[src/rtl/cpi_pkg.sv]
package cpi_pkg;

  localparam int CFG_IDX_W = 3;

  localparam logic [CFG_IDX_W-1:0] REG_CENTER_X = 3'd0;
  localparam logic [CFG_IDX_W-1:0] REG_CENTER_Y = 3'd1;
  localparam logic [CFG_IDX_W-1:0] REG_CENTER_Z = 3'd2;
  localparam logic [CFG_IDX_W-1:0] REG_DIR_X    = 3'd3;
  localparam logic [CFG_IDX_W-1:0] REG_DIR_Y    = 3'd4;
  localparam logic [CFG_IDX_W-1:0] REG_DIR_Z    = 3'd5;
  localparam logic [CFG_IDX_W-1:0] REG_HEIGHT   = 3'd6;
  localparam logic [CFG_IDX_W-1:0] REG_RADIUS   = 3'd7;

  typedef struct packed {
    logic valid;
    logic sat;
  } div_stat_t;

endpackage

[src/rtl/cpi_div.sv]
module cpi_div #(
  parameter int NUM_W  = 48,
  parameter int DEN_W  = 30,
  parameter int Q_W    = 17,
  parameter int SIDE_W = 8
) (
  input  logic                     clk,
  input  logic                     rst,
  input  logic                     in_valid,
  input  logic [NUM_W-1:0]         num,
  input  logic                     neg,
  input  logic [DEN_W-1:0]         den,
  input  logic [Q_W-2:0]           lim,
  input  logic [SIDE_W-1:0]        side_in,
  output cpi_pkg::div_stat_t       stat,
  output logic signed [Q_W-1:0]    quot,
  output logic [SIDE_W-1:0]        side_out
);

  localparam int XW = (NUM_W > DEN_W + Q_W) ? NUM_W : DEN_W + Q_W;

  logic [XW-1:0]     rem  [Q_W+1];
  logic [DEN_W-1:0]  dv   [Q_W+1];
  logic [Q_W-1:0]    qacc [Q_W+1];
  logic              ovf  [Q_W+1];
  logic              sg   [Q_W+1];
  logic              vld  [Q_W+1];
  logic [Q_W-2:0]    lm   [Q_W+1];
  logic [SIDE_W-1:0] sd   [Q_W+1];

  logic [XW-1:0] dsh [Q_W];
  logic          ge  [Q_W];

  logic [Q_W-1:0] qz;
  logic [Q_W-1:0] limx;
  logic [Q_W-1:0] mag;
  logic           over;
  logic           out_v;
  logic           out_sat;

  // one quotient bit per stage, most significant first
  always_comb begin
    for (int k = 0; k < Q_W; k++) begin
      dsh[k] = XW'(dv[k]) << (Q_W - 1 - k);
      ge[k]  = rem[k] >= dsh[k];
    end
  end

  always_ff @(posedge clk) begin
    if (rst) begin
      for (int k = 0; k <= Q_W; k++) begin
        vld[k] <= 1'b0;
      end
    end else begin
      vld[0] <= in_valid;
      for (int k = 0; k < Q_W; k++) begin
        vld[k+1] <= vld[k];
      end
    end
  end

  always_ff @(posedge clk) begin
    rem[0]  <= XW'(num);
    dv[0]   <= den;
    qacc[0] <= '0;
    ovf[0]  <= XW'(num) >= (XW'(den) << Q_W);
    sg[0]   <= neg;
    lm[0]   <= lim;
    sd[0]   <= side_in;
    for (int k = 0; k < Q_W; k++) begin
      rem[k+1]  <= ge[k] ? rem[k] - dsh[k] : rem[k];
      qacc[k+1] <= qacc[k] | (Q_W'(ge[k]) << (Q_W - 1 - k));
      dv[k+1]   <= dv[k];
      ovf[k+1]  <= ovf[k];
      sg[k+1]   <= sg[k];
      lm[k+1]   <= lm[k];
      sd[k+1]   <= sd[k];
    end
  end

  // clamp to the limit; flag when the exact quotient lies beyond it
  always_comb begin
    qz   = qacc[Q_W];
    limx = {1'b0, lm[Q_W]};
    over = ovf[Q_W] || (qz > limx) || ((qz == limx) && (rem[Q_W] != '0));
    mag  = over ? limx : qz;
  end

  always_ff @(posedge clk) begin
    if (rst) begin
      out_v <= 1'b0;
    end else begin
      out_v <= vld[Q_W];
    end
  end

  always_ff @(posedge clk) begin
    quot     <= sg[Q_W] ? -$signed(mag) : $signed(mag);
    out_sat  <= over;
    side_out <= sd[Q_W];
  end

  assign stat = '{valid: out_v, sat: out_sat};

endmodule

[config.mk]
export PLATFORM = sky130hd
export DESIGN_NAME = cpi_div
export DESIGN_NICKNAME = d
export VERILOG_FILES = /design/src/rtl/cpi_pkg.sv /design/src/rtl/cpi_div.sv
export SDC_FILE = /design/constraint.sdc
export NUM_CORES = 2
export LEC_CHECK = 0
export CORE_MARGIN = 1.5
export CORE_UTILIZATION = 40
export DETAILED_ROUTE_END_ITERATION = 10
export DONT_BUFFER_PORTS = 1
export SLEW_MARGIN = 10
export SYNTH_ARGS = -nofsm -noshare
export SYNTH_HDL_FRONTEND = slang
export SYNTH_SLANG_ARGS = --single-unit
export TNS_END_PERCENT = 10
[constraint.sdc]
create_clock -name clk -period 9.38 [get_ports clk]
set_input_delay 1.876 -clock clk [delete_from_list [all_inputs] [get_ports clk]]
set_output_delay 1.876 -clock clk [all_outputs]
set_load 0.03 [all_outputs]
==> results.sh <==
export IMPL_via_count=54100
export IMPL_synthFlopType="dfxtp_1"
export IMPL_worst_pin_slew_ps=1370
export IMPL_cp_arrival_ps=5250
export IMPL_grt_overflow=0
export IMPL_status="finished clean"
export IMPL_grt_pass1_vias=54700
export IMPL_grtUsageTotal_pct=16.8
export IMPL_ant_nets=0
export IMPL_fp_row_count=163
export IMPL_multiInputGateArea_mm2=0.0352
export IMPL_power_w=0.0316
export IMPL_firstDrtPassIters=5
export IMPL_ctsHoldBuffers=0
export IMPL_grt_first_pass_wirelength_mm=274
export IMPL_drc=0
export IMPL_synthToLayoutAreaGrowth_pct=12.9
export IMPL_gr_usage_met1_pct=17.5
export IMPL_power_density_mw_per_mm2=353
export IMPL_crit_path_start_kind="flop"
export IMPL_cpMaxStageDelayCell="a2111oi_0"
export IMPL_numCtsBuffers=210
export IMPL_die_x_um=448
export IMPL_start_util_pct=40.2
export IMPL_grt_use_met3_pct=2.57
export IMPL_period_share_pct=47.9
export IMPL_ir_drop_mv=0.198
export IMPL_final_hold_violation_count=0
export IMPL_wl_mm=171
export IMPL_r2r_start="lm[17][10]"
export IMPL_syn_nets=8737
export IMPL_required_ps=10140
export IMPL_grt_start_max_net_pins=66
export IMPL_path_max_fanout=31
export IMPL_ff_latch_area_mm2=0.0408
export IMPL_maxCapViolations=0
export IMPL_drt_iter0_drc=2630
export IMPL_antenna_found_initial=0
export IMPL_synth_seq_cells=2040
export IMPL_grt_setup_unrepaired="no"
export IMPL_min_from="qacc[9][16]"
export IMPL_avgSynthCellArea_um2=9.83
export IMPL_setup_viol_count_final=0
export IMPL_hpwl_mm=133
export IMPL_cp_end_kind="flop"
export IMPL_mappedNetlistArea_mm2=0.0792
export IMPL_clockBufferDepth=3
export IMPL_min_path_type="reg -> reg"
export IMPL_p_leak_nw=39.1
export IMPL_fillCellCount=18500
export IMPL_cts_tree="built"
export IMPL_finClkSkew_ps=34.4
export IMPL_rr_worst_depth=17
export IMPL_slew_headroom_pct=8.10
export IMPL_ys_seq_area_share_pct=51.5
export IMPL_holdPathEnd="qacc[10][16]"
export IMPL_cts_clk_slew_worst_paths_ps=60
export IMPL_path_class="reg -> reg"
export IMPL_ys_warn_count=0
export IMPL_fin_nets=8810
export IMPL_hold_depth=0
export IMPL_cts_root_buffer="clkbuf_16"
export IMPL_cts_sinks=2040
export IMPL_max_freq_ghz=0.223
export IMPL_path_cells="inv_1 -> ha_1 -> a21o_1 -> a2111oi_0 -> o21bai_1 -> a21oi_4 -> buf_4 -> mux2_2 -> inv_1 -> ha_1 -> nand2_1 -> or3_1 -> nor3_1 -> mux2i_1 -> and2_1 -> a31oi_1 -> xor2_1"
export IMPL_globalplace_congestion=0.960
export IMPL_fin_crit_ps=4490
export IMPL_die_y_um=448
export IMPL_clock_latency_ps=850
export IMPL_synth_cell_types=100
export IMPL_cp_slowest_stage_delay_ps=820
export IMPL_coreArea_mm2=0.197
export IMPL_layout_drive_gt1_share_pct=6.28
export IMPL_reg2reg_setup_slack_ps=4890
export IMPL_cts_setup_buffers=0
export IMPL_wl_per_cell_um=15.6
export IMPL_final_core_util_pct=45.4
export IMPL_cts_resized=0
export IMPL_finalSetupTns_ps=0
export IMPL_grt_busiest_layer="met2"
export IMPL_cts_htree_levels=4
export IMPL_met2_usage_pct=31.0
export IMPL_timing_rr_end="quot[10]"
export IMPL_syn_inst=8057
export IMPL_async_flop_share_pct=0
export IMPL_insertedDiodeCount=0
export IMPL_dieArea_mm2=0.201
export IMPL_io_buffers=0
export IMPL_startpoint="lm[17][10]"
export IMPL_via_per_inst=4.94
export IMPL_synth_edff_count=0
export IMPL_report_final_slew_viol_count=0
export IMPL_io_pins=133
[power breakdown]
group / total (W) / internal, W / switching (W)
combinational: 0.0112 / 0.00492 / 0.00631
sequential: 0.0119 / 0.0106 / 0.00121
clock: 0.00847 / 0.00508 / 0.00339
[cells in the mapped netlist (61+ instances only)]
master    number  area [um2]
nand2_1      697        2620
a21o_1       266        2000
xnor2_1      311        2720
a21oi_1      511        2560
clkbuf_1     117         439
nor3_1       135         676
nor2b_1       95         594
nor2_1       323        1210
o21ai_0      626        3130
ha_1         557        6970
nand2b_1      90         563
inv_1        712        2670
nand3_1      110         551
xor2_1       293        2570
nand4_1       99         619
dfxtp_1     2040       40800
or3_1         61         382
o21bai_1      71         533
nor4_1        87         544
[metal layers]
metal | up-vias | wire length [um]
met3 | 469 | 5640
met4 | 0 | 11500
met1 | 24500 | 68700
met2 | 1159 | 85200
li1 | 28000 | -
met5 | - | 0
[registers in the layout, indices dropped and copies added (netlist names)]
register  count
lm          288
ovf          18
quot         17
out_sat       1
vld          18
sg           18
rem         864
qacc        153
side_out      8
dv          510
out_v         1
sd          144
[cell type report]
cell class / instances / share of cell area (%)
Clock buffer: 294 / 6.73
Inverter: 714 / 3.00
Sequential cell: 2040 / 45.7
Timing Repair Buffer: 26 / 0.218
Tap cell: 2640 / 3.69
Clock inverter: 96 / 1.40
Multi-Input combinational cell: 5138 / 39.3
[through the flow]
stage               hold WS, ps  std cells  cell area (um2)  setup WS, ps
floorplan                   310       8057            79200          5390
global placement            309      10600            82100          4750
detailed placement          312      10600            82200          4720
CTS                         306      10900            89500          4700
global route                317      10900            89500          4340
finish                      309      10900            89500          4890
[worst max-delay path: cells and delay by family, from the launching register on]
family | cells | cell delay, ps
adders and majority gates | 2 | 520
AOI/OAI and AO/OA | 5 | 1520
and+or+nand+nor | 4 | 780
buffers and inverters | 3 | 490
xor gates and xnor gates | 1 | 160
DFF | 1 | 370
muxes | 2 | 540
[cells by family after synthesis]
family	Yosys count	share of synthesized area [%]
multiplexers	72	0.987
AO/OA/AOI/OAI	1947	15.2
flip-flops	2040	51.5
AND/OR/NAND/NOR	1940	12.1
adder cells (fa/ha/maj)	574	9.23
buffers and inverters	879	4.25
XOR/XNOR	605	6.70
[placed cells by master (no fill, tap or decap), types with 61 or more instances in the layout]
cell type,count
a21o_1,266
a21oi_1,510
clkbuf_16,211
dfxtp_1,2040
ha_1,557
inv_1,712
nand2_1,697
nand2b_1,90
nand3_1,110
nand4_1,99
nor2_1,322
nor2b_1,95
nor3_1,133
nor4_1,82
o21ai_0,626
o21bai_1,70
or3_1,61
xnor2_1,311
xor2_1,293
[how the worst max path moves through the flow]
stage               slack [ps]        to
floorplan                 5390  quot[16]
global placement          4750  quot[10]
detailed placement        4720  quot[10]
CTS                       4700  quot[10]
global route              4340  quot[10]
finish                    4890  quot[10]
Note: power is estimated with default switching activity, not from simulation.
